### src/hw/rtl/ccs_pkg.sv
// ----------------------------------------------------------------------------
// ccs_pkg
// Shared types, character codes and helpers for the comment stripper.
// ----------------------------------------------------------------------------
package ccs_pkg;

	// Most words that one input byte can produce: space, held slash, the byte
	// itself and the end marker.
	localparam int MAX_RES = 4;
	localparam int RES_IDX_W = $clog2(MAX_RES);
	localparam int RES_CNT_W = $clog2(MAX_RES + 1);

	localparam logic [7:0] CH_SLASH  = 8'h2f;
	localparam logic [7:0] CH_STAR   = 8'h2a;
	localparam logic [7:0] CH_BSLASH = 8'h5c;
	localparam logic [7:0] CH_SQUOTE = 8'h27;
	localparam logic [7:0] CH_DQUOTE = 8'h22;
	localparam logic [7:0] CH_NL     = 8'h0a;
	localparam logic [7:0] CH_FF     = 8'h0c;
	localparam logic [7:0] CH_SPACE  = 8'h20;
	localparam logic [7:0] CH_TAB    = 8'h09;
	localparam logic [7:0] CH_CR     = 8'h0d;

	localparam logic [1:0] CM_NONE  = 2'd0;
	localparam logic [1:0] CM_LINE  = 2'd1;
	localparam logic [1:0] CM_BLOCK = 2'd2;

	localparam logic [1:0] ERR_NONE     = 2'd0;
	localparam logic [1:0] ERR_ESC_EOL  = 2'd1;
	localparam logic [1:0] ERR_SQ_EOL   = 2'd2;
	localparam logic [1:0] ERR_DQ_EOL   = 2'd3;

	typedef struct packed {
		logic [7:0] ch;
		logic       valid;
		logic       eot;
		logic       run_last;
		logic [1:0] err;
	} result_t;

	typedef struct packed {
		logic       esc;
		logic       sq;
		logic       dq;
		logic       slash;
		logic [1:0] cm;
		logic       star;
		logic       sp;
		logic       ea;
	} ccs_state_t;

	function automatic result_t mk_char(input logic [7:0] ch, input logic [1:0] err);
		result_t r;
		r.ch = ch;
		r.valid = 1'b1;
		r.eot = 1'b0;
		r.run_last = 1'b0;
		r.err = err;
		return r;
	endfunction

	function automatic result_t mk_end();
		result_t r;
		r.ch = 8'h00;
		r.valid = 1'b0;
		r.eot = 1'b1;
		r.run_last = 1'b0;
		r.err = ERR_NONE;
		return r;
	endfunction

	function automatic logic is_ws(input logic [7:0] c);
		return (c inside {CH_SPACE, [CH_TAB:CH_CR]});
	endfunction

	function automatic logic is_eol(input logic [7:0] c);
		return (c inside {CH_NL, CH_FF});
	endfunction

endpackage

### src/hw/rtl/ccs_step.sv
// ----------------------------------------------------------------------------
// ccs_step
// Next-state and result logic for one input byte.
// ----------------------------------------------------------------------------
module ccs_step (
	input  ccs_pkg::ccs_state_t state,
	input  logic [7:0]          c,
	input  logic                last,
	output ccs_pkg::ccs_state_t state_nxt,
	output ccs_pkg::result_t    res [ccs_pkg::MAX_RES],
	output logic [ccs_pkg::RES_CNT_W-1:0] res_cnt
);
	import ccs_pkg::*;

	always_comb begin
		ccs_state_t st;
		result_t    r [MAX_RES];
		logic [RES_CNT_W-1:0] n;
		logic       done;

		st = state;
		n = '0;
		done = 1'b0;
		for (int i = 0; i < MAX_RES; i++) begin
			r[i] = '0;
		end

		// A held slash is resolved by the byte that follows it.
		if (st.slash) begin
			st.slash = 1'b0;
			if (c == CH_SLASH) begin
				st.cm = CM_LINE;
				st.sp = 1'b1;
				done = 1'b1;
			end else if (c == CH_STAR) begin
				st.cm = CM_BLOCK;
				st.star = 1'b0;
				st.sp = 1'b1;
				done = 1'b1;
			end else begin
				if (st.sp && st.ea) begin
					r[n[RES_IDX_W-1:0]] = mk_char(CH_SPACE, ERR_NONE);
					n = n + 1'b1;
				end
				r[n[RES_IDX_W-1:0]] = mk_char(CH_SLASH, ERR_NONE);
				n = n + 1'b1;
				st.ea = 1'b1;
				st.sp = 1'b0;
			end
		end

		if (!done) begin
			if (st.cm == CM_LINE) begin
				if (c == CH_NL) begin
					st.cm = CM_NONE;
					st.sp = 1'b1;
				end
			end else if (st.cm == CM_BLOCK) begin
				if (st.star && c == CH_SLASH) begin
					st.cm = CM_NONE;
					st.star = 1'b0;
					st.sp = 1'b1;
				end else begin
					st.star = (c == CH_STAR);
				end
			end else if (st.esc) begin
				st.esc = 1'b0;
				r[n[RES_IDX_W-1:0]] = mk_char(c, is_eol(c) ? ERR_ESC_EOL : ERR_NONE);
				n = n + 1'b1;
				st.ea = 1'b1;
				st.sp = 1'b0;
			end else if (c == CH_BSLASH) begin
				st.esc = 1'b1;
				r[n[RES_IDX_W-1:0]] = mk_char(c, ERR_NONE);
				n = n + 1'b1;
				st.ea = 1'b1;
				st.sp = 1'b0;
			end else if (c == CH_SQUOTE && !st.dq) begin
				st.sq = ~st.sq;
				r[n[RES_IDX_W-1:0]] = mk_char(c, ERR_NONE);
				n = n + 1'b1;
				st.ea = 1'b1;
				st.sp = 1'b0;
			end else if (c == CH_DQUOTE && !st.sq) begin
				st.dq = ~st.dq;
				r[n[RES_IDX_W-1:0]] = mk_char(c, ERR_NONE);
				n = n + 1'b1;
				st.ea = 1'b1;
				st.sp = 1'b0;
			end else if (st.sq || st.dq) begin
				// A line end inside quotes closes the quote and is flagged.
				if (is_eol(c)) begin
					r[n[RES_IDX_W-1:0]] = mk_char(c, st.sq ? ERR_SQ_EOL : ERR_DQ_EOL);
					if (st.sq) begin
						st.sq = 1'b0;
					end else begin
						st.dq = 1'b0;
					end
				end else begin
					r[n[RES_IDX_W-1:0]] = mk_char(c, ERR_NONE);
				end
				n = n + 1'b1;
				st.ea = 1'b1;
				st.sp = 1'b0;
			end else if (c == CH_SLASH) begin
				st.slash = 1'b1;
			end else if (is_ws(c)) begin
				st.sp = 1'b1;
			end else begin
				if (st.sp && st.ea) begin
					r[n[RES_IDX_W-1:0]] = mk_char(CH_SPACE, ERR_NONE);
					n = n + 1'b1;
				end
				r[n[RES_IDX_W-1:0]] = mk_char(c, ERR_NONE);
				n = n + 1'b1;
				st.ea = 1'b1;
				st.sp = 1'b0;
			end
		end

		if (last) begin
			if (st.slash) begin
				if (st.sp && st.ea) begin
					r[n[RES_IDX_W-1:0]] = mk_char(CH_SPACE, ERR_NONE);
					n = n + 1'b1;
				end
				r[n[RES_IDX_W-1:0]] = mk_char(CH_SLASH, ERR_NONE);
				n = n + 1'b1;
			end
			r[n[RES_IDX_W-1:0]] = mk_end();
			n = n + 1'b1;
			st = '0;
		end

		for (int i = 0; i < MAX_RES; i++) begin
			r[i].run_last = (n != '0) && (RES_CNT_W'(i) == n - 1'b1);
		end

		state_nxt = st;
		res = r;
		res_cnt = n;
	end

endmodule

### src/hw/rtl/ccs_outbuf.sv
// ----------------------------------------------------------------------------
// ccs_outbuf
// Short result queue that drains the words of one input byte in order.
// ----------------------------------------------------------------------------
module ccs_outbuf (
	input  logic                          clk,
	input  logic                          arst_n,
	input  logic                          load,
	input  ccs_pkg::result_t              load_res [ccs_pkg::MAX_RES],
	input  logic [ccs_pkg::RES_CNT_W-1:0] load_cnt,
	output logic                          can_load,
	output logic                          out_valid,
	input  logic                          out_stall,
	output ccs_pkg::result_t              head
);
	import ccs_pkg::*;

	result_t              buf_q [MAX_RES];
	logic [RES_CNT_W-1:0] rem_q;
	logic                 pop;

	assign out_valid = (rem_q != '0);
	assign pop = out_valid && !out_stall;
	// New words may enter once the last pending word leaves this cycle.
	assign can_load = (rem_q == '0) || (rem_q == RES_CNT_W'(1) && pop);
	assign head = buf_q[0];

	always_ff @(posedge clk or negedge arst_n) begin
		if (!arst_n) begin
			rem_q <= '0;
		end else if (load) begin
			rem_q <= load_cnt;
		end else if (pop) begin
			rem_q <= rem_q - 1'b1;
		end
	end

	always_ff @(posedge clk) begin
		if (load) begin
			buf_q <= load_res;
		end else if (pop) begin
			for (int i = 0; i < MAX_RES - 1; i++) begin
				buf_q[i] <= buf_q[i+1];
			end
		end
	end

endmodule

### src/hw/rtl/c_comment_strip_whitespace_squash.sv
// ----------------------------------------------------------------------------
// c_comment_strip_whitespace_squash
// Strips C comments and squashes whitespace in a byte stream.
//
//  Channel | Handshake            | Payload
//  --------+----------------------+---------------------------------------------
//  in      | in_valid / in_stall  | in_char, in_last
//  out     | out_valid / out_stall| out_char, char_valid, end_of_text,
//          |                      | run_last, error_code
//
// A byte is taken into an input register, processed combinationally and its
// words (zero to four) are loaded into a four-entry queue. One input word is
// accepted per cycle while out_stall is low and each byte makes at most one
// output word; a byte that makes more stalls the next byte until the single
// output port drains the queue to its last word. Reset clears the scanner
// state and empties both stages. in_stall rises only while a byte waits for
// the queue to drain.
// ----------------------------------------------------------------------------
module c_comment_strip_whitespace_squash (
	input  logic       clk,
	input  logic       arst_n,
	input  logic       in_valid,
	output logic       in_stall,
	input  logic [7:0] in_char,
	input  logic       in_last,
	output logic       out_valid,
	input  logic       out_stall,
	output logic [7:0] out_char,
	output logic       char_valid,
	output logic       end_of_text,
	output logic       run_last,
	output logic [1:0] error_code
);
	import ccs_pkg::*;

	logic                 valid_s1;
	logic [7:0]           char_s1;
	logic                 last_s1;
	ccs_state_t           state_q;
	ccs_state_t           state_nxt;
	result_t              res [MAX_RES];
	logic [RES_CNT_W-1:0] res_cnt;
	logic                 can_load;
	logic                 process;
	result_t              head;

	assign process = valid_s1 && can_load;
	assign in_stall = valid_s1 && !can_load;

	always_ff @(posedge clk or negedge arst_n) begin
		if (!arst_n) begin
			valid_s1 <= 1'b0;
		end else if (!in_stall) begin
			valid_s1 <= in_valid;
		end
	end

	always_ff @(posedge clk) begin
		if (in_valid && !in_stall) begin
			char_s1 <= in_char;
			last_s1 <= in_last;
		end
	end

	always_ff @(posedge clk or negedge arst_n) begin
		if (!arst_n) begin
			state_q <= '0;
		end else if (process) begin
			state_q <= state_nxt;
		end
	end

	ccs_step u_step (
		.state     (state_q),
		.c         (char_s1),
		.last      (last_s1),
		.state_nxt (state_nxt),
		.res       (res),
		.res_cnt   (res_cnt)
	);

	ccs_outbuf u_outbuf (
		.clk       (clk),
		.arst_n    (arst_n),
		.load      (process),
		.load_res  (res),
		.load_cnt  (res_cnt),
		.can_load  (can_load),
		.out_valid (out_valid),
		.out_stall (out_stall),
		.head      (head)
	);

	assign out_char = head.ch;
	assign char_valid = head.valid;
	assign end_of_text = head.eot;
	assign run_last = head.run_last;
	assign error_code = head.err;

endmodule
### config.mk
export PLATFORM = sky130hd
export DESIGN_NAME = c_comment_strip_whitespace_squash
export DESIGN_NICKNAME = d
export VERILOG_FILES = /design/src/hw/rtl/ccs_pkg.sv /design/src/hw/rtl/ccs_step.sv /design/src/hw/rtl/ccs_outbuf.sv /design/src/hw/rtl/c_comment_strip_whitespace_squash.sv
export SDC_FILE = /design/constraint.sdc
export NUM_CORES = 1
export LEC_CHECK = 0
export BUFFER_PORTS_ARGS = -buffer_cell sky130_fd_sc_hd__buf_4
export CORE_MARGIN = 3
export CORE_UTILIZATION = 62
export CTS_CLUSTER_DIAMETER = 200
export CTS_CLUSTER_SIZE = 8
export DETAILED_ROUTE_END_ITERATION = 12
export MAX_ROUTING_LAYER = met4
export PLACE_DENSITY = 0.8
export SYNTH_ARGS = -nofsm -noshare
export SYNTH_HDL_FRONTEND = slang
export SYNTH_SLANG_ARGS = --single-unit
### constraint.sdc
create_clock -name clk -period 7.8 [get_ports clk]
set_input_delay 1.17 -clock clk [delete_from_list [all_inputs] [get_ports clk]]
set_output_delay 1.17 -clock clk [all_outputs]
set_load 0.1 [all_outputs]
==> reports/qor.yml <==
layout:
  drive_gt1_share_pct: 12.3
  design_area_sq_mm: 0.00527
  finalNetCount: 553
  diodes: 0
  area_growth_pct: 6.96
worst_setup_path:
  r2r_cells: 19
  startpoint: "char_s1[5]$_DFFE_PP_"
  crit_end: "u_outbuf.head[2]$_DFFE_PP_"
  setup.worst_path.class: "reg -> reg"
  r2r_slack_ns: 1.72
  critPathMaxFanout: 16
  startpoint_type: "flip-flop"
  reg2reg_from: "char_s1[5]$_DFFE_PP_"
  worstPathArrival_ns: 6.31
  r2r_end: "u_outbuf.head[2]$_DFFE_PP_"
  required_ns: 8.03
  end_kind: "flip-flop"
yosys:
  ys_seq_area_share_pct: 43.8
  synth.net_count: 550
  synthArstFlopShare_pct: 17.6
  synth-seq-cells: 74
  synth_cell_types: 71
  syn_inst: 514
  ys_warn_count: 0
  syn_area_sq_mm: 0.00492
  avgSynthCellArea_sq_um: 9.58
  ys.flop_type: "edfxtp_1"
  synth_edf_count: 61
floorplanning:
  fp.dieW_um: 95.1
  std_cell_rows: 31
  die_h_um: 95.1
  start_util_pct: 65.8
  core_area_sq_mm: 0.00749
  dieArea_sq_mm: 0.00904
  io_pins: 28
sta:
  finClkSkew_ns: 0.0109
  hold_viol: 0
  max_slew_margin_pct: 31.6
  setup_viol: 0
  max_clock_freq_ghz: 0.164
  drv_slew: 0
  fin_crit_sh_pct: 78.0
  post-route-min-period_ns: 6.08
  finalSetupTns_ns: 0
  worst_slew_pin_slew_ns: 1.03
  rsz0062_at_grt: "false"
cts:
  clkLatencyLatePin_ns: 0.37
  h-tree-depth: 3
  cts_setup_buffers: 0
  cts_tree: "done"
  clk_pin_slew_ns: 0.09
  cts_made_buffers: 9
  clock-sinks: 74
  max-clock-path-buffers: 2
  cts_resized: 0
  hold_buffers: 0
  clock-root-buffer: "clkbuf_8"
drt:
  routed_via_density: 6.70
  wirelength_um: 12600
  first_pass_iters: 5
  ant_nets: 0
  drc: 0
  wl_per_cell_um: 20.2
  num_vias: 4162
  drt_iter0_drc: 381
placed_design:
  place_hpwl_um: 8860
  gp_congestion: 0.995
  place_area_sq_mm: 0.00507
  portBuffers: 27
grt:
  grt_max_degree: 55
  grt_usage_pct: 30.5
  grt_pass1_wl_um: 20300
  overflow: 0
  grt_pass1_vias: 3970
  antenna_found_initial: 0
outcome:
  status: "finished, final reports clean"
power:
  leakage_nw: 2.12
  ir_worst_vdd_mv: 0.274
  p_per_area_mw_per_mm2: 373
min_path:
  hp-class: "reg -> reg"
job:
  drv_cap: 0
-- worst min path at each step --
| stage | startpoint | to | slack, ns | cells after the start |
|---|---|---|---|---|
| 4_1_cts | u_outbuf.buf_q[16]$_DFFE_PP_ | u_outbuf.buf_q[29]$_DFFE_PP_ | 0.54 | 2 |
| 5_1_grt | u_outbuf.buf_q[1]$_DFFE_PP_ | u_outbuf.buf_q[14]$_DFFE_PP_ | 0.55 | 1 |
| 2_1_floorplan | u_outbuf.buf_q[16]$_DFFE_PP_ | u_outbuf.buf_q[29]$_DFFE_PP_ | 0.49 | 2 |
| 3_3_place_gp | u_outbuf.buf_q[16]$_DFFE_PP_ | u_outbuf.buf_q[29]$_DFFE_PP_ | 0.50 | 2 |
| 3_5_place_dp | u_outbuf.buf_q[16]$_DFFE_PP_ | u_outbuf.buf_q[29]$_DFFE_PP_ | 0.51 | 2 |
| 6_report | u_outbuf.buf_q[16]$_DFFE_PP_ | u_outbuf.buf_q[29]$_DFFE_PP_ | 0.53 | 2 |
-- cells in the final DEF (no fill, tap or decap), types with 4 or more instances in the layout --
cell and instances:
or2_2 4, a22o_1 12, a31o_2 4, mux2i_1 4, nand2b_1 5, a32o_1 16, a22oi_1 6, clkbuf_8 9
nor3_1 11, o21ai_0 41, dfrtp_1 13, nand2_1 49, a31oi_1 6, xnor2_1 4, a21o_1 5, and3_1 7
or4_1 4, inv_1 32, nor2_1 38, and2_1 9, a21oi_1 28, nor2b_1 6, buf_4 31, nand3_1 19
a221o_1 5, ha_1 23, o31ai_1 6, edfxtp_1 61
-- kinds of logic after synthesis --
logic type	count (synthesis)	synth area share, %
buffers and inverters	71	6.58
and+or+nand+nor	174	18.0
xor gates and xnor gates	7	1.25
DFF	74	43.8
AOI/OAI and AO/OA	161	23.7
muxes	4	0.813
adders and majority gates	23	5.85
-- layout make-up --
type,count,area (sq um)
multi-input combinational,369,2440
timing repair buffer,31,233
clock inverter,7,66.3
tap,99,124
clock buffer,9,124
sequential,74,2160
fill,568,2220
inverter,32,120
-- layer usage --
metal,vias to the layer above,wire [um],track usage (%)
met4,0,280,10.9
met2,210,5880,45.1
met5,-,0,-
li1,1924,-,-
met3,25,952,5.68
met1,2003,5460,42.0
-- report_power, final --
| group | total, mW | internal (mW) | switching [mW] |
|---|---|---|---|
| clock | 0.296 | 0.124 | 0.171 |
| sequential | 0.773 | 0.670 | 0.103 |
| combinational | 0.894 | 0.241 | 0.653 |
| total | 1.96 | 1.04 | 0.928 |
-- metrics by stage --
stage,power [mW],setup WS [ns],std cells,util (%),hold slack [ns]
6_report,1.96,1.72,621,70.3,0.529
5_1_grt,2.07,1.40,621,70.3,0.552
4_1_cts,1.96,1.86,621,70.3,0.536
3_5_place_dp,1.67,1.89,605,67.8,0.513
3_3_place_gp,1.65,2.13,605,67.8,0.496
2_1_floorplan,1.49,2.45,514,-,0.492
-- worst max-delay path, cell delays in order (launching register included) --
cell	delay, ns
edfxtp_1	0.65
nor4b_1	0.26
buf_4	0.17
a31oi_1	0.40
nand3_1	0.38
ha_1	0.42
a21oi_1	0.24
ha_1	0.28
o31a_1	0.29
o22a_1	0.27
ha_1	0.32
a21boi_0	0.30
ha_1	0.30
a21oi_1	0.25
inv_1	0.12
ha_1	0.24
and2_1	0.22
mux2i_1	0.18
xor2_1	0.38
a32o_1	0.25
-- cell usage after synthesis, types with 3 or more instances --
master    instances  area [sq um]
edfxtp_1         61          1830
nand2_1          49           184
o21ai_0          41           205
nor2_1           38           143
inv_1            32           120
a21oi_1          28           140
ha_1             23           288
clkbuf_1         22          82.6
nand3_1          19          95.1
a32o_1           16           160
dfrtp_1          13           325
a22o_1           12           105
nor3_1           11          55.1
buf_4            10          75.1
and2_1            9          56.3
and3_1            7          43.8
a22oi_1           6          45.0
a31oi_1           6          37.5
nor2b_1           6          37.5
o31ai_1           6          45.0
a21o_1            5          37.5
a221o_1           5          50.1
nand2b_1          5          31.3
a31o_2            4          35.0
buf_2             4          20.0
mux2i_1           4          40.0
or2_2             4          25.0
or4_1             4          30.0
xnor2_1           4          35.0
a211oi_1          3          22.5
nand4_1           3          18.8
nor4_1            3          18.8
o22ai_1           3          18.8
or3_1             3          18.8
xor2_1            3          26.3
-- sequential cells by signal (all words and copies together) (netlist names) --
| register | cells |
|---|---|
| char_s1 | 8 |
| last_s1 | 1 |
| state_q | 9 |
| u_outbuf.buf_q | 39 |
| u_outbuf.head | 13 |
| u_outbuf.rem_q | 3 |
| valid_s1 | 1 |
No activity file was read; power rests on OpenSTA's default activity.
